<file path="config.mk">
export PLATFORM = sky130hd
export DESIGN_NAME = delimiter_string_splitter
export DESIGN_NICKNAME = d
export VERILOG_FILES = /design/src/rtl/core/dss_pkg.sv /design/src/rtl/core/delimiter_string_splitter.sv /design/src/rtl/core/dss_cell.sv /design/src/rtl/core/dss_skid.sv
export SDC_FILE = /design/constraint.sdc
export NUM_CORES = 1
export LEC_CHECK = 0
export BUFFER_PORTS_ARGS = -buffer_cell sky130_fd_sc_hd__buf_2
export CAP_MARGIN = 20
export CORE_MARGIN = 3
export CORE_UTILIZATION = 54
export DETAILED_ROUTE_END_ITERATION = 16
export PLACE_DENSITY = 0.8
export SKIP_LAST_GASP = 1
export SLEW_MARGIN = 20
export SYNTH_ARGS = -nofsm -noshare
export SYNTH_HDL_FRONTEND = slang
export SYNTH_SLANG_ARGS = --single-unit
</file>
<file path="constraint.sdc">
create_clock -name clk -period 4.99 [get_ports clk]
set_clock_uncertainty 0.1 [all_clocks]
set_input_delay 0 -clock clk [delete_from_list [all_inputs] [get_ports clk]]
set_output_delay 0 -clock clk [all_outputs]
set_load 0.05 [all_outputs]
</file>
<file path="src/rtl/core/dss_pkg.sv">
// dss_pkg: shared types and constants for the delimiter string splitter.
// Holds the payload structs, the cell control struct and register indexes.
// No dependencies.
`default_nettype none

package dss_pkg;

  // Configuration register indexes
  localparam logic CFG_SEP_LEN   = 1'b0;
  localparam logic CFG_SEP_BYTES = 1'b1;

  localparam int unsigned BYTE_W    = 8;
  localparam int unsigned SEP_LEN_W = 4;
  localparam int unsigned SEP_W     = 64;

  // One input item: a string byte and its end flag
  typedef struct packed {
    logic [BYTE_W-1:0] in_byte;
    logic              in_last;
  } in_item_t;

  // One result: either a part byte or a part end
  typedef struct packed {
    logic [BYTE_W-1:0] out_byte;
    logic              byte_valid;
    logic              part_end;
    logic              done_res;
  } out_item_t;

  // Per-cycle control for the window cells
  typedef struct packed {
    logic load;  // take the incoming string byte
    logic pop;   // take the right neighbor's byte (window shifts toward oldest)
  } cell_ctl_t;

endpackage

`default_nettype wire

</file>
<file path="src/rtl/core/delimiter_string_splitter.sv">
// Splits a byte string at leftmost non-overlapping occurrences of a separator.
// Input channel (in_valid/in_stall/in_data): one string byte per transfer,
//   in_last set on the final byte. Output channel (out_valid/out_stall/
//   out_data): one result per transfer, either a part byte (byte_valid) or a
//   part end (part_end), done_res on the last result of a string.
// Config port: cfg_we/cfg_index/cfg_data; index 0 = sep_len, 1 = sep_bytes.
//   Write only while the block is idle.
// Throughput: one byte per cycle while in_stall is low. A byte's result, if
//   any, is registered in the output buffer. A final byte that completes no
//   separator yields one result per cycle while the buffer has room, for each
//   held byte plus the part end; in_stall stays high until all are buffered.
// The separator compare is a row of SEP_MAX byte cells, each checking its own
//   slot in parallel; popping a byte shifts the row one cell toward the head.
// Reset: window empty, sep_len = 1, sep_bytes = 0, output buffer empty.
// Receiver stall: a two-entry output buffer absorbs results; once it is full,
//   in_stall rises and the window holds its contents.
`default_nettype none

module delimiter_string_splitter
  import dss_pkg::*;
#(
  parameter int unsigned SEP_MAX = 8
) (
  input  wire logic             clk,
  input  wire logic             rst_n,
  input  wire logic             in_valid,
  output logic                  in_stall,
  input  wire in_item_t         in_data,
  output logic                  out_valid,
  input  wire logic             out_stall,
  output out_item_t             out_data,
  input  wire logic             cfg_we,
  input  wire logic             cfg_index,
  input  wire logic [SEP_W-1:0] cfg_data
);

  localparam int unsigned CNT_W = $clog2(SEP_MAX + 1);

  // Configuration registers
  logic [SEP_LEN_W-1:0] sep_len_r;
  logic [SEP_W-1:0]     sep_bytes_r;

  // Step control
  logic [CNT_W-1:0] count_r, count_nxt;
  logic             act_r, act_nxt;
  logic             last_r, last_nxt;

  logic [SEP_LEN_W-1:0] len_clip;
  logic [CNT_W-1:0]     sep_l;
  logic                 full;
  logic                 go;
  logic                 accept;
  logic [CNT_W-1:0]     view_cnt;
  logic                 view_last;
  logic                 pop_en;
  logic                 push;
  out_item_t            push_data;
  logic                 match;

  logic [BYTE_W-1:0] view_byte [SEP_MAX];
  logic [SEP_MAX-1:0] eq_vec;
  logic [SEP_MAX-1:0] used_vec;

  // Effective separator length: 0 acts as 1, above SEP_MAX acts as SEP_MAX
  always_comb begin
    if (sep_len_r == '0)
      len_clip = SEP_LEN_W'(1);
    else if (sep_len_r > SEP_LEN_W'(SEP_MAX))
      len_clip = SEP_LEN_W'(SEP_MAX);
    else
      len_clip = sep_len_r;
  end
  assign sep_l = len_clip[CNT_W-1:0];

  // Handshake: busy popping surplus or flushing, or output buffer full
  assign in_stall = act_r || full;
  assign go       = !full && (act_r || in_valid);
  assign accept   = go && !act_r;

  assign view_cnt  = accept ? (count_r + CNT_W'(1)) : count_r;
  assign view_last = accept ? in_data.in_last : last_r;

  // Window cells
  genvar gi;
  generate
    for (gi = 0; gi < SEP_MAX; gi++) begin : g_cell
      cell_ctl_t         ctl;
      logic [BYTE_W-1:0] right;

      assign ctl.load = accept && (count_r == CNT_W'(gi));
      assign ctl.pop  = pop_en;
      assign used_vec[gi] = (CNT_W'(gi) < sep_l);

      if (gi == SEP_MAX - 1) begin : g_tail
        assign right = '0;
      end else begin : g_mid
        assign right = view_byte[gi+1];
      end

      dss_cell u_cell (
        .clk        (clk),
        .ctl        (ctl),
        .new_byte   (in_data.in_byte),
        .right_byte (right),
        .sep_byte   (sep_bytes_r[BYTE_W*gi +: BYTE_W]),
        .view_byte  (view_byte[gi]),
        .eq         (eq_vec[gi])
      );
    end
  endgenerate

  assign match = &(eq_vec | ~used_vec);

  // One action per cycle: pop surplus, compare a full window, flush, or just take the byte
  always_comb begin
    pop_en    = 1'b0;
    push      = 1'b0;
    push_data = '0;
    count_nxt = count_r;
    act_nxt   = act_r;
    last_nxt  = last_r;
    if (go) begin
      last_nxt = view_last;
      priority if (view_cnt > sep_l) begin
        pop_en               = 1'b1;
        push                 = 1'b1;
        push_data.out_byte   = view_byte[0];
        push_data.byte_valid = 1'b1;
        count_nxt            = view_cnt - CNT_W'(1);
        act_nxt              = 1'b1;
      end else if (view_cnt == sep_l) begin
        push = 1'b1;
        if (match) begin
          push_data.part_end = 1'b1;
          push_data.done_res = view_last;
          count_nxt          = '0;
          act_nxt            = 1'b0;
        end else begin
          pop_en               = 1'b1;
          push_data.out_byte   = view_byte[0];
          push_data.byte_valid = 1'b1;
          count_nxt            = view_cnt - CNT_W'(1);
          act_nxt              = view_last;
        end
      end else if (view_last && (view_cnt != '0)) begin
        pop_en               = 1'b1;
        push                 = 1'b1;
        push_data.out_byte   = view_byte[0];
        push_data.byte_valid = 1'b1;
        count_nxt            = view_cnt - CNT_W'(1);
        act_nxt              = 1'b1;
      end else if (view_last) begin
        push               = 1'b1;
        push_data.part_end = 1'b1;
        push_data.done_res = 1'b1;
        count_nxt          = '0;
        act_nxt            = 1'b0;
      end else begin
        count_nxt = view_cnt;
        act_nxt   = 1'b0;
      end
    end
  end

  always_ff @(posedge clk) begin
    if (!rst_n) begin
      count_r <= '0;
      act_r   <= 1'b0;
      last_r  <= 1'b0;
    end else begin
      count_r <= count_nxt;
      act_r   <= act_nxt;
      last_r  <= last_nxt;
    end
  end

  // Configuration writes
  always_ff @(posedge clk) begin
    if (!rst_n) begin
      sep_len_r   <= SEP_LEN_W'(1);
      sep_bytes_r <= '0;
    end else if (cfg_we) begin
      unique case (cfg_index)
        CFG_SEP_LEN:   sep_len_r   <= cfg_data[SEP_LEN_W-1:0];
        CFG_SEP_BYTES: sep_bytes_r <= cfg_data;
        default: ;
      endcase
    end
  end

  // Output buffer
  dss_skid u_skid (
    .clk       (clk),
    .rst_n     (rst_n),
    .push      (push),
    .push_data (push_data),
    .full      (full),
    .out_valid (out_valid),
    .out_stall (out_stall),
    .out_data  (out_data)
  );

endmodule

`default_nettype wire

</file>
<file path="src/rtl/core/dss_cell.sv">
// dss_cell: one byte slot of the pending window.
// Depends on dss_pkg for cell_ctl_t and BYTE_W.
`default_nettype none

module dss_cell
  import dss_pkg::*;
(
  input  wire logic              clk,
  input  wire cell_ctl_t         ctl,
  input  wire logic [BYTE_W-1:0] new_byte,
  input  wire logic [BYTE_W-1:0] right_byte,
  input  wire logic [BYTE_W-1:0] sep_byte,
  output logic      [BYTE_W-1:0] view_byte,
  output logic                   eq
);

  logic [BYTE_W-1:0] byte_r;
  logic [BYTE_W-1:0] byte_nxt;

  // Slot content as seen this cycle, with an incoming byte bypassed in
  assign view_byte = ctl.load ? new_byte : byte_r;
  assign eq        = (view_byte == sep_byte);
  assign byte_nxt  = ctl.pop ? right_byte : view_byte;

  always_ff @(posedge clk) begin
    byte_r <= byte_nxt;
  end

endmodule

`default_nettype wire

</file>
<file path="src/rtl/core/dss_skid.sv">
// dss_skid: two-entry result buffer between the splitter engine and the output.
// Depends on dss_pkg for out_item_t.
`default_nettype none

module dss_skid
  import dss_pkg::*;
(
  input  wire logic      clk,
  input  wire logic      rst_n,
  input  wire logic      push,
  input  wire out_item_t push_data,
  output logic           full,
  output logic           out_valid,
  input  wire logic      out_stall,
  output out_item_t      out_data
);

  out_item_t   ent0_r, ent0_nxt;
  out_item_t   ent1_r, ent1_nxt;
  logic [1:0]  cnt_r, cnt_nxt;
  logic        pop;

  assign out_valid = (cnt_r != 2'd0);
  assign out_data  = ent0_r;
  assign full      = (cnt_r == 2'd2);
  assign pop       = out_valid && !out_stall;

  // Entry 0 is the head; entry 1 moves up on a transfer
  always_comb begin
    ent0_nxt = ent0_r;
    ent1_nxt = ent1_r;
    cnt_nxt  = cnt_r;
    unique case ({push, pop})
      2'b10: begin
        if (cnt_r == 2'd0) ent0_nxt = push_data;
        else               ent1_nxt = push_data;
        cnt_nxt = cnt_r + 2'd1;
      end
      2'b01: begin
        ent0_nxt = ent1_r;
        cnt_nxt  = cnt_r - 2'd1;
      end
      2'b11: begin
        if (cnt_r == 2'd1) begin
          ent0_nxt = push_data;
        end else begin
          ent0_nxt = ent1_r;
          ent1_nxt = push_data;
        end
      end
      default: ;
    endcase
  end

  always_ff @(posedge clk) begin
    if (!rst_n) begin
      cnt_r <= 2'd0;
    end else begin
      cnt_r <= cnt_nxt;
    end
  end

  always_ff @(posedge clk) begin
    ent0_r <= ent0_nxt;
    ent1_r <= ent1_nxt;
  end

endmodule

`default_nettype wire

</file>
* Yosys cells after proc, flatten, opt, wreduce, memory -nomap -nowiden *
Index checks and enable logic that the tools add are counted.

storage, ports and cells
  register bits after elaboration = 162
  output and inout port bits = 13
  logic and storage cells = 146

cells by class
  add/subtract/negate cells = 4
  order comparisons = 10
  eq/ne operators = 24
  multiplexer cells = 53
  bitwise logic cells = 3
  reductions and logical operators = 30

operator list
  cell                                                        count
  two-way mux 8 bit                                           15
  two-way mux 11 bit                                          6
  == test 8 bit                                               8
  one-hot mux 11 bit (3 select lines)                         1
  two-way mux 4 bit                                           8
  two-way mux 9 bit                                           3
  one-hot mux 11 bit (2 select lines)                         1
  == test 4 x 3 -> 1 bit (second input constant)              4
  less-than comparator 3 x 4 -> 1 bit (first input constant)  4
  two-way mux 1 bit                                           14
  logical AND 1 bit                                           12
  == test 4 x 2 -> 1 bit (second input constant)              2
  logical NOT 4 bit                                           2
  less-than comparator 1 x 4 -> 1 bit (first input constant)  2
  less-than comparator 2 x 4 -> 1 bit (first input constant)  2
  two-way mux 2 bit                                           4
  inverter 8 bit                                              1
  OR 8 bit                                                    1
  AND reduction 8 bit                                         1
  == test 2 bit (second input constant)                       3
  AND reduction 2 bit                                         3
  nonzero test 2 bit                                          3
  adder 4 x 1 -> 4 bit (second input constant)                1
  == test 2 x 1 -> 1 bit (second input constant)              2
  17 further kinds                                            21

* Depth between registers and ports, before layout *
Gate-level depths: netlist of run 1.

  word-level depth = 15
  mapped depth = 22
  depth with buffers taken out = 20

* By module *
From an unflattened synthesis of run 1, not the netlist that was laid out.

unflattened totals
  cells, all modules = 808
  area total of the unflattened synthesis = 8510.7 sq um

by module, submodules not included
  module                     instances  cells an instance  area each (sq um)
  dss_cell                   8          37                 479.2
  delimiter_string_splitter  1          414                3433.3
  dss_skid                   1          98                 1243.7

* Worst setup path after synthesis of run 1 *
OpenSTA, ideal clock, no wires.

  kind = reg2reg
  from = reg u_skid.cnt_r[0]
  to = reg u_skid.ent1_r[0] in the netlist's numbering (enable)
  arrival time = 4.320 ns
  required time = 4.507 ns
  slack = 0.188 ns
  stages on the path, launching flop included = 21
  path buffers = 1
  clock period less this slack = 4.802 ns
  path through = dfxtp_1 -> inv_1 -> ha_1 -> buf_2 -> or2_2 -> nor2_2 -> nor2_1 -> a21oi_1 -> inv_1 -> ha_1 -> nor2b_1 -> o21ai_0 -> nand2b_1 -> a211oi_1 -> nand2_1 -> nand2_1 -> inv_1 -> ha_1 -> nand2_1 -> o21ai_0 -> a21oi_1

between the ends
  word-level cells in the longest chain between the ends = 14

RTL lines
  what                                                                                 RTL line                          text
  from (decl)                                                                          dss_skid.sv:20                    logic [1:0] cnt_r, cnt_nxt;
  from (signal assigned)                                                               dss_skid.sv:59                    cnt_r <= cnt_nxt;
  == test 2 bit                                                                        dss_skid.sv:25                    assign full = (cnt_r == 2'd2);
  logical NOT 1 bit                                                                    delimiter_string_splitter.sv:77   assign go = !full && (act_r || in_valid);
  logical AND 1 bit                                                                    delimiter_string_splitter.sv:77
  logical AND 1 bit                                                                    delimiter_string_splitter.sv:78   assign accept = go && !act_r;
  two-way mux 4 bit                                                                    delimiter_string_splitter.sv:80   assign view_cnt = accept ? (count_r + CNT_W'(1)) : count_r;
  nonzero test 4 bit                                                                   delimiter_string_splitter.sv:145  end else if (view_last && (view_cnt != '0)) begin
  logical AND 1 bit                                                                    delimiter_string_splitter.sv:145
  two-way mux 1 bit                                                                    delimiter_string_splitter.sv:145
  two-way mux 1 bit                                                                    delimiter_string_splitter.sv:131  end else if (view_cnt == sep_l) begin
  two-way mux 1 bit                                                                    delimiter_string_splitter.sv:124  priority if (view_cnt > sep_l) begin
  two-way mux 1 bit                                                                    delimiter_string_splitter.sv:122  if (go) begin
  == test 2 bit                                                                        dss_skid.sv:33                    unique case ({push, pop})
  inequality test 2 bit (no source line) / nonzero test 2 bit (equally long branches)  --
  AND reduction 3 bit (no source line) *                                               --
  to (signal assigned)                                                                 dss_skid.sv:65                    ent1_r <= ent1_nxt;
  to (decl)                                                                            dss_skid.sv:19                    out_item_t ent1_r, ent1_nxt;

Mark *: on every way between the ends. The rest lies on a longest branch, timed or not.
A chain may end at the register's enable or synchronous reset.

* Worst setup path in the final report of run 1 *
  from = reg u_skid.cnt_r[0]
  to = reg g_cell[6].u_cell.byte_r[1]

between the ends
  word-level cells in the longest chain between the ends = 14

RTL lines
  what                              RTL line                          text
  == test 2 bit *                   dss_skid.sv:25
  logical NOT 1 bit *               delimiter_string_splitter.sv:77
  logical AND 1 bit *               delimiter_string_splitter.sv:77
  logical AND 1 bit                 delimiter_string_splitter.sv:78
  logical AND 1 bit                 delimiter_string_splitter.sv:90   assign ctl.load = accept && (count_r == CNT_W'(gi));
  two-way mux 8 bit                 dss_cell.sv:21                    assign view_byte = ctl.load ? new_byte : byte_r;
  == test 8 bit                     dss_cell.sv:22                    assign eq = (view_byte == sep_byte);
  OR 8 bit                          delimiter_string_splitter.sv:112  assign match = &(eq_vec | ~used_vec);
  AND reduction 8 bit               delimiter_string_splitter.sv:112
  two-way mux 1 bit                 delimiter_string_splitter.sv:133  if (match) begin
  two-way mux 1 bit                 delimiter_string_splitter.sv:131
  two-way mux 1 bit                 delimiter_string_splitter.sv:124
  two-way mux 1 bit                 delimiter_string_splitter.sv:122
  two-way mux 8 bit *               dss_cell.sv:23                    assign byte_nxt = ctl.pop ? right_byte : view_byte;
  via g_cell[6].u_cell.byte_nxt[1]  dss_cell.sv:18                    logic [BYTE_W-1:0] byte_nxt;
  to (signal assigned)              dss_cell.sv:26                    byte_r <= byte_nxt;
  to (decl)                         dss_cell.sv:17                    logic [BYTE_W-1:0] byte_r;

The timed path passes the listed nets; every way through them passes the cells marked *.

==> results by group, run 1 <==
STA
  • Final Cycle Share: 92.5%
  • Setup_tns: 0 ns
  • Worst-Margin Slew: 0.715 ns
  • Min Tclk post-route: 4.62 ns
  • Fin Hold WS: 0.0687 ns
  • Slew HR: 51.0%
  • Fin. max-slew vios: 0
  • Final count of negative-setup-slack endpoints: 0
  • Max Freq: 217 MHz
  • Unrepaired setup endpoints after global routing: false
  • Endpoints failing hold: 0

Route
  • Initial DRT Pass Iterations: 8
  • Vias/cell: 5.84
  • Final ANT Viol Nets: 0
  • Drt initial violations: 929
  • DR WL/cell: 17.8 um
  • Total number of vias: 8445
  • DRT Wirelength: 25800 um
  • Remaining routing DRC violations: 0

Logic synthesis
  • Syn Nets: 1174
  • Syn_area_per_cell: 8.09 um^2
  • Adder-Cell Fraction of Synth Area: 2.29%
  • Post-synth EDFFs: 22
  • Async SR Flop Fraction: 0%
  • Synth cell count leaders: nand2_1 (248), dfxtp_1 (140), a21boi_0 (65)
  • Largest family of logic cells by synthesized area: simple AND/OR/NAND/NOR gates
  • Mux cell area share after synthesis: 1.99%
  • Synthesized area: 8730 um^2
  • Cell variety after synth: 67
  • Count leader, synth: nand2_1
  • Synth Area in Compound Gates: 20.8%
  • Mapped Cells: 1079
  • Area contributors post-synth: dfxtp_1 (32%), nand2_1 (11%), edfxtp_1 (7.6%), a21boi_0 (5.6%), a21oi_1 (3.6%)
  • Warnings from Yosys: 0
  • Synth top area share: 32.1%
  • Sequential area share after synthesis: 39.7%
  • Post-Synth Simple-Gate Area: 23.2%
  • Ys flop type: dfxtp_1
  • Leading area contributor after synthesis: dfxtp_1
  • Synth Area in XOR/XNOR: 6.92%
  • Yosys reg bits: 162

Clocking
  • CTS Sinks: 162
  • H-tree depth: 4
  • Clock latency on the worst-skew pair: 0.44 ns
  • Clock transition at path regs: 0.07 ns
  • CTS Buffer Depth: 2
  • Total CTS buffers: 17
  • CTS tree: built
  • Root Buffer: clkbuf_16

Setup path
  • End of the worst register-to-register path: g_cell[6].u_cell.byte_r[1]$_DFF_P_
  • Reg-to-Reg Start: u_skid.cnt_r[0]$_SDFFE_PN0P_
  • R2r worst-path depth: 15
  • Crit path max fanout: 16
  • CP Capture Type: flop
  • Worst path arrival time: 4.83 ns
  • Critical Path RT: 5.20 ns
  • Crit start category: flop
  • FF-to-FF setup slack: 0.37 ns
  • Type of the worst setup path: flop to flop

Floorplanning
  • # IOs: 92
  • Die width: 133 um
  • Starting density of the core: 56.4%
  • DIE AREA: 17700 um^2
  • Row cnt: 45
  • Die Y: 133 um
  • Core area: 15500 um^2

Final layout
  • Layout Utilization: 69.2%
  • # fillers: 1206
  • Design Area, Final: 10700 um^2
  • Synthesis-to-finish area growth: 22.7%
  • Layout Nets: 1317
  • Multi-input logic area: 4830 um^2
  • Register area: 3460 um^2
  • Diode count: 0
  • Layout cell share with drive strength beyond 1: 13.2%
  • Fin cells: 1446

GRT
  • Vias in the first global route: 8222
  • Global-route wire length before repair: 41400 um
  • Initial antenna violation count: 0
  • All-Layer GR Usage: 28.7%
  • Largest net degree at the start of global routing: 79
  • Gr ovfl total: 0

Min path
  • Hold path depth: 4
  • Hold EP: sep_len_r[2]$_SDFFE_PN0P_
  • Hold path startpoint: cfg_we
  • Worst hold path class: primary input to flop

Place
  • Hpwl dp: 16600 um
  • Port Buffers: 91
  • Dpl cell area: 9310 um^2
  • Placed Instances: 1335
  • GPL Wtd Cong: 0.950

Flow run
  • Max Cap Violations: 0

Power and ir drop
  • Leak: 0.00433 uW
  • Worst VDD drop: 0.490 mV
  • PwrDens: 596 nW/um^2

Run status
  • Outcome: complete, no violations
-- worst max path at each step --
stage                                             from                                  to  slack (ns)
after floorplan           u_skid.cnt_r[0]$_SDFFE_PN0P_          u_skid.ent1_r[0]$_DFFE_PP_        0.19
after detailed placement  u_skid.cnt_r[0]$_SDFFE_PN0P_  g_cell[6].u_cell.byte_r[3]$_DFF_P_        0.31
after global placement    u_skid.cnt_r[0]$_SDFFE_PN0P_  g_cell[6].u_cell.byte_r[3]$_DFF_P_        0.45
after CTS                 u_skid.cnt_r[0]$_SDFFE_PN0P_  g_cell[6].u_cell.byte_r[1]$_DFF_P_        0.25
final                     u_skid.cnt_r[0]$_SDFFE_PN0P_  g_cell[6].u_cell.byte_r[1]$_DFF_P_        0.37
after global routing      u_skid.cnt_r[0]$_SDFFE_PN0P_  g_cell[6].u_cell.byte_r[1]$_DFF_P_        0.01
-- metrics by stage --
step / power (uW) / worst slack, ns
final: 6390 / 0.374
after floorplan: 4230 / 0.188
after global routing: 6780 / 0.00957
after CTS: 6320 / 0.249
after detailed placement: 4940 / 0.310
after global placement: 4880 / 0.452
-- worst max-delay path: stages, from the launching register on --
cell and delay (ns):
dfxtp_1 0.37, inv_1 0.08, ha_1 0.35, nand4bb_1 0.48, nor2_4 0.42, nand2_1 0.17, a32o_1 0.28, nor4_1 0.30
buf_4 0.19, nand4_1 0.25, a2111oi_4 0.52, nand2_4 0.14, nand2_4 0.09, inv_2 0.09, and2_1 0.25, a221o_1 0.40
-- cell type report --
cell class | instances | share of cell area, %
clock buffers | 18 | 4.10
clock inverters | 14 | 1.47
flip-flops and latches | 162 | 32.3
multi-input cells | 810 | 45.1
repair buffers | 185 | 12.9
inverters | 46 | 1.61
well taps | 211 | 2.46
-- routing by layer --
layer	wire length [um]	up-vias	share of wire, %	global-route usage, %
li1	-	4036	-	-
met1	10500	3943	41	36.1
met2	12500	400	48	49.2
met3	2100	66	8.2	5.25
met4	700	0	2.7	10.9
met5	0	-	0	0
-- cells by family after synthesis --
family,Yosys count
simple gates,443
flops,162
fa+ha+maj,16
mux,17
xor+xnor,69
buf+inv,107
compound gates,265
-- layout by cell type (no fill, tap or decap), drive strengths merged, types with 16 or more instances in the layout --
cell type | Yosys | final
nand2 | 252 | 252
dfxtp | 140 | 140
buf | 20 | 107
dlygate4sd3 | 0 | 78
a21boi | 65 | 65
nor2 | 65 | 65
a21oi | 62 | 62
inv | 46 | 48
xor2 | 35 | 35
xnor2 | 34 | 34
o21ai | 34 | 34
a31oi | 28 | 28
nand3 | 26 | 26
edfxtp | 22 | 22
nor2b | 20 | 20
and3 | 18 | 18
clkbuf | 41 | 18
ha | 16 | 16
-- state kept, by name, summed over array words and instances, names as in the netlist, 2 cells and up --
register	flops
g_cell.u_cell.byte_r	64
sep_bytes_r	64
u_skid.ent1_r	11
u_skid.out_data	11
count_r	4
sep_len_r	4
u_skid.cnt_r	2
-- repair_timing --
item,in CTS,in global routing
buffers inserted,0,1
endpoints found under the hold margin,93,1
gates resized for setup,0,3
hold buffers,77,1
endpoints found under the setup margin,0,53
-- where the power goes --
part / total, uW / leakage [uW] / switching (uW) / internal [uW]
Combinational: 3030 / 0.00268 / 1930 / 1090
Sequential: 2040 / 0.00137 / 241 / 1800
Clock: 1320 / 0.000283 / 569 / 756
Total: 6390 / 0.00433 / 2740 / 3640
Power figures use the tool's default switching activity.
==> run 2: changes to the inputs <==
CORE_UTILIZATION = 40   (was 54)
PLACE_DENSITY = 0.63   (was 0.8)
==> results by group, run 2 (synthesis gave the netlist of run 1 again) <==
Route
  • DR WL/cell: 17.0 um
  • DRT Wirelength: 25700 um
  • Vias/cell: 5.38
  • Drt initial violations: 700
  • Remaining routing DRC violations: 0
  • Final ANT Viol Nets: 0
  • Initial DRT Pass Iterations: 5
  • Total number of vias: 8154

GRT
  • Gr ovfl total: 0
  • Global-route wire length before repair: 41500 um
  • Vias in the first global route: 7897
  • All-Layer GR Usage: 21.6%
  • Initial antenna violation count: 0
  • Largest net degree at the start of global routing: 79

Final layout
  • Synthesis-to-finish area growth: 23.3%
  • Diode count: 0
  • Layout cell share with drive strength beyond 1: 13.2%
  • Register area: 3460 um^2
  • Most common cell after layout, fill and taps aside: nand2_1
  • Fin cells: 1515
  • Layout Nets: 1322
  • Multi-input logic area: 4830 um^2
  • Biggest regs: g_cell.u_cell.byte_r (64), sep_bytes_r (64)
  • # fillers: 2029
  • Most frequent cells in the layout: nand2_1 (247), dfxtp_1 (140), buf_2 (91)

Setup path
  • Slowest cell on the critical path: a2111oi_4
  • CP Capture Type: flop
  • R2r worst-path depth: 19
  • Type of the worst setup path: flop to flop
  • FF-to-FF setup slack: 0.36 ns
  • Crit start category: flop
  • Crit path cell chain: inv_1 > ha_1 > or2_2 > nor2_4 > nand4_1 > xor2_1 > inv_1 > ha_1 > and4_1 > o21ai_1 > a2111oi_2 > o211ai_1 > a2111oi_4 > nand2_4 > nand2_4 > inv_2 > buf_4 > nor2b_1 > a221o_1
  • Max incr delay on CP: 0.43 ns
  • Crit path max fanout: 35
  • Critical Path RT: 5.21 ns
  • Worst path arrival time: 4.85 ns
  • Reg-to-Reg Start: u_skid.cnt_r[0]$_SDFFE_PN0P_
  • End of the worst register-to-register path: g_cell[6].u_cell.byte_r[3]$_DFF_P_

Floorplanning
  • DIE AREA: 23600 um^2
  • Die width: 154 um
  • Starting density of the core: 41.1%
  • # IOs: 92
  • Die Y: 154 um
  • Core area: 21200 um^2
  • Row cnt: 53

Clocking
  • CTS Sinks: 162
  • CTS tree: built
  • Post-CTS Setup Repair Bufs: 0
  • H-tree depth: 4
  • Total CTS buffers: 17
  • Clock transition at path regs: 0.06 ns
  • Root Buffer: clkbuf_16
  • CTS Buffer Depth: 2
  • Clock latency on the worst-skew pair: 0.43 ns

Power and ir drop
  • Worst VDD drop: 0.338 mV
  • Leak: 0.00433 uW
  • PwrDens: 588 nW/um^2

Flow run
  • Max Cap Violations: 0

STA
  • Min Tclk post-route: 4.63 ns
  • Unrepaired setup endpoints after global routing: false
  • Worst Setup Slack, final: 0.356 ns
  • Worst-Margin Slew: 0.708 ns
  • Final count of negative-setup-slack endpoints: 0
  • Final Cycle Share: 92.9%
  • Setup_tns: 0 ns
  • Slew HR: 51.4%
  • Fin. max-slew vios: 0
  • Max Freq: 216 MHz
  • Endpoints failing hold: 0

Min path
  • Hold EP: sep_len_r[1]$_SDFFE_PN0P_
  • Hold path startpoint: cfg_we
  • Worst hold path class: primary input to flop
  • Hold path depth: 4

Place
  • Placed Instances: 1406
  • Setup WS pre-CTS: 0.265 ns
  • Hpwl dp: 17800 um
  • GPL Wtd Cong: 0.908
  • Port Buffers: 91

Run status
  • Outcome: complete, no violations
-- run 2: how the worst max path moves through the flow --
stage,from,endpoint,slack (ns)
5_1_grt,u_skid.cnt_r[0]$_SDFFE_PN0P_,g_cell[6].u_cell.byte_r[3]$_DFF_P_,0.01
3_5_place_dp,u_skid.cnt_r[0]$_SDFFE_PN0P_,g_cell[6].u_cell.byte_r[3]$_DFF_P_,0.27
6_report,u_skid.cnt_r[0]$_SDFFE_PN0P_,g_cell[6].u_cell.byte_r[3]$_DFF_P_,0.36
4_1_cts,u_skid.cnt_r[0]$_SDFFE_PN0P_,g_cell[6].u_cell.byte_r[3]$_DFF_P_,0.24
2_1_floorplan,u_skid.cnt_r[0]$_SDFFE_PN0P_,u_skid.ent1_r[0]$_DFFE_PP_,0.19
3_3_place_gp,u_skid.cnt_r[0]$_SDFFE_PN0P_,g_cell[6].u_cell.byte_r[3]$_DFF_P_,0.46
-- run 2: layer usage --
metal / track usage [%] / routed length (um)
met2: 35.2 / 11900
met1: 29.5 / 12000
met4: 6.18 / 413
met5: 0 / 0
met3: 3.63 / 1440
-- run 2: worst max-delay path: cells and delay by family (launching register included) --
kind	cells	cell delay, ns
DFF	1	0.37
AOI/OAI and AO/OA	5	1.28
and+or+nand+nor	7	1.38
buffers and inverters	4	0.53
xor gates and xnor gates	1	0.19
adders and majority gates	2	0.67
-- run 2: cell type report --
| cell class | instances | share of cell area (%) |
|---|---|---|
| Clock buffer | 22 | 4.22 |
| Clock inverter | 10 | 1.03 |
| Inverter | 46 | 1.60 |
| Multi-Input combinational cell | 810 | 44.8 |
| Sequential cell | 162 | 32.2 |
| Tap cell | 275 | 3.20 |
| Timing Repair Buffer | 190 | 12.9 |
-- run 2: repair_timing --
action	CTS	global route
resized for setup	0	2
hold endpoints to repair	91	0
endpoints found under the setup margin	0	59
hold buffers	77	0
-- run 2: per-stage QoR --
stage | util (%) | hold WS [ns] | area (um^2) | power (uW)
finish | 50.7 | 0.0782 | 10800 | 6330
detailed placement | 44.4 | 0.158 | 9420 | 4980
floorplan | - | 0.0285 | 8730 | 4230
global route | 50.7 | 0.0927 | 10800 | 6760
global placement | 44.4 | 0.151 | 9420 | 4950
CTS | 50.7 | 0.0603 | 10800 | 6310
-- run 2: report_power, final --
part	internal, uW	leakage (uW)	total, uW	switching [uW]
sequential	1800	0.00137	2020	225
clock	746	0.000270	1280	530
combinational	1090	0.00269	3030	1950
total	3630	0.00433	6330	2700
==> run 3: changes to the inputs <==
CORE_UTILIZATION = 45   (was 40)
PLACE_DENSITY = 0.69   (was 0.63)
==> results by group, run 3 (synthesis gave the netlist of run 1 again) <==
Run status
  • Outcome: complete, no violations

Clocking
  • Root Buffer: clkbuf_16
  • Clock latency on the worst-skew pair: 0.43 ns
  • CTS tree: built
  • Post-CTS Setup Repair Bufs: 0
  • H-tree depth: 4
  • CTS Buffer Depth: 2
  • Clock transition at path regs: 0.07 ns
  • CTS Sinks: 162
  • Total CTS buffers: 17

Place
  • Setup WS pre-CTS: 0.254 ns
  • Placed Instances: 1388
  • Hpwl dp: 17000 um
  • Port Buffers: 91
  • GPL Wtd Cong: 0.931

Final layout
  • Fin cells: 1497
  • Biggest regs: g_cell.u_cell.byte_r (64), sep_bytes_r (64)
  • # fillers: 1728
  • Layout cell share with drive strength beyond 1: 13.3%
  • Layout Nets: 1319
  • Multi-input logic area: 4830 um^2
  • Most frequent cells in the layout: nand2_1 (247), dfxtp_1 (140), buf_2 (91)
  • Most common cell after layout, fill and taps aside: nand2_1
  • Register area: 3460 um^2
  • Synthesis-to-finish area growth: 23.2%
  • Diode count: 0

Route
  • DR WL/cell: 16.8 um
  • Remaining routing DRC violations: 0
  • Met1 wire length: 11200 um
  • Drt initial violations: 816
  • Top Metal Used: met4
  • Met2 WL: 11800 um
  • DRT Wirelength: 25100 um
  • Final ANT Viol Nets: 0
  • Initial DRT Pass Iterations: 6
  • Total number of vias: 8186
  • Vias/cell: 5.47
  • Met3 wire length: 1620 um

Min path
  • Worst hold path class: primary input to flop
  • Hold path depth: 4
  • Hold EP: u_skid.out_data[0]$_DFFE_PP_
  • Hold path startpoint: out_stall

Floorplanning
  • Row cnt: 50
  • Die Y: 145 um
  • # IOs: 92
  • Starting density of the core: 46.2%
  • DIE AREA: 21100 um^2
  • Die width: 145 um
  • Core area: 18900 um^2

STA
  • Endpoints failing hold: 0
  • Final count of negative-setup-slack endpoints: 0
  • Fin. max-slew vios: 0
  • Max Freq: 214 MHz
  • Worst Setup Slack, final: 0.310 ns
  • Min Tclk post-route: 4.68 ns
  • Worst-Margin Slew: 0.665 ns
  • Final Cycle Share: 93.8%
  • Slew HR: 55.5%
  • Fin Hold WS: 0.0343 ns

GRT
  • Global-route wire length before repair: 40900 um
  • Vias in the first global route: 7845
  • Largest net degree at the start of global routing: 79
  • Gr ovfl total: 0
  • Initial antenna violation count: 0
  • All-Layer GR Usage: 23.7%

Setup path
  • R2r worst-path depth: 18
  • CP Capture Type: flop
  • Crit path cell chain: inv_1 > ha_1 > or2_2 > nor2_4 > nand4_1 > xor2_1 > inv_1 > ha_1 > and4_1 > o21ai_1 > a2111oi_2 > o211ai_1 > a2111oi_4 > nand2_4 > nand2_4 > inv_2 > and2_1 > a221o_1
  • Max incr delay on CP: 0.48 ns
  • Worst path arrival time: 4.90 ns
  • Crit path max fanout: 15
  • Critical Path RT: 5.21 ns
  • Type of the worst setup path: flop to flop
  • Crit start category: flop
  • FF-to-FF setup slack: 0.31 ns
  • Reg-to-Reg Start: u_skid.cnt_r[0]$_SDFFE_PN0P_
  • Kind of cell adding the most delay to the critical path: simple AND/OR/NAND/NOR gates
  • Slowest cell on the critical path: a2111oi_4
  • End of the worst register-to-register path: g_cell[6].u_cell.byte_r[4]$_DFF_P_
  • Worst Path Buf+Inv: 3

Power and ir drop
  • Net Sw Frac: 42.7%
  • PwrDens: 590 nW/um^2
  • Leak: 0.00432 uW
  • Switch Pwr: 2710 uW
  • Clock share of power: 20.9%
  • Worst VDD drop: 0.307 mV
  • Internal power: 3630 uW
  • Reg power frac: 32.1%
  • Comb pwr share: 47.1%
  • Final Total Pwr: 6350 uW

Flow run
  • Max Cap Violations: 0
-- run 3: area by class of cell --
class	count	area share (%)
inverters	46	1.61
repair buffers	187	12.7
multi-input cells	810	44.9
clock buffers	18	4.08
clock inverters	14	1.44
flip-flops and latches	162	32.2
well taps	260	3.03
-- run 3: metal layers --
layer,track usage [%],vias up
li1,-,4041
met1,31.5,3793
met2,39.0,298
met3,4.50,54
met4,7.60,0
met5,0,-
-- run 3: tightest hold or removal path: cells and delay by family --
family / cells / cell delay, ns
AND/OR/NAND/NOR: 2 / 0.21
buffers and inverters: 1 / 0.07
AO/OA/AOI/OAI: 1 / 0.17
-- run 3: worst max path at each step --
stage                                  from                                  to  slack (ns)  cells past startpoint
3_3_place_gp   u_skid.cnt_r[0]$_SDFFE_PN0P_  g_cell[6].u_cell.byte_r[1]$_DFF_P_        0.44                     18
5_1_grt        u_skid.cnt_r[0]$_SDFFE_PN0P_  g_cell[6].u_cell.byte_r[2]$_DFF_P_      -0.009                     18
3_5_place_dp   u_skid.cnt_r[0]$_SDFFE_PN0P_  g_cell[6].u_cell.byte_r[1]$_DFF_P_        0.25                     18
4_1_cts        u_skid.cnt_r[0]$_SDFFE_PN0P_  g_cell[6].u_cell.byte_r[0]$_DFF_P_        0.25                     18
6_report       u_skid.cnt_r[0]$_SDFFE_PN0P_  g_cell[6].u_cell.byte_r[4]$_DFF_P_        0.31                     18
2_1_floorplan  u_skid.cnt_r[0]$_SDFFE_PN0P_          u_skid.ent1_r[0]$_DFFE_PP_        0.19                     20
-- run 3: repair_timing --
item,4_1_cts,5_1_grt
endpoints found under the setup margin,0,41
resized for setup,0,2
hold buffers,77,0
hold endpoints to repair,91,0
-- run 3: metrics by stage --
stage	TNS, ns	utilization (%)	cell area [um^2]
6_report	0	56.9	10800
3_5_place_dp	0	49.6	9380
4_1_cts	0	56.9	10700
5_1_grt	-0.0220	56.9	10800
2_1_floorplan	0	-	8730
3_3_place_gp	0	49.6	9380
-- run 3: power groups by stage --
stage	combinational, uW	sequential [uW]	clock, uW
finish	2990	2040	1320
global route	3300	2070	1390
CTS	2940	2030	1340
detailed placement	2880	2060	0
global placement	2860	2050	0
floorplan	2090	2130	0
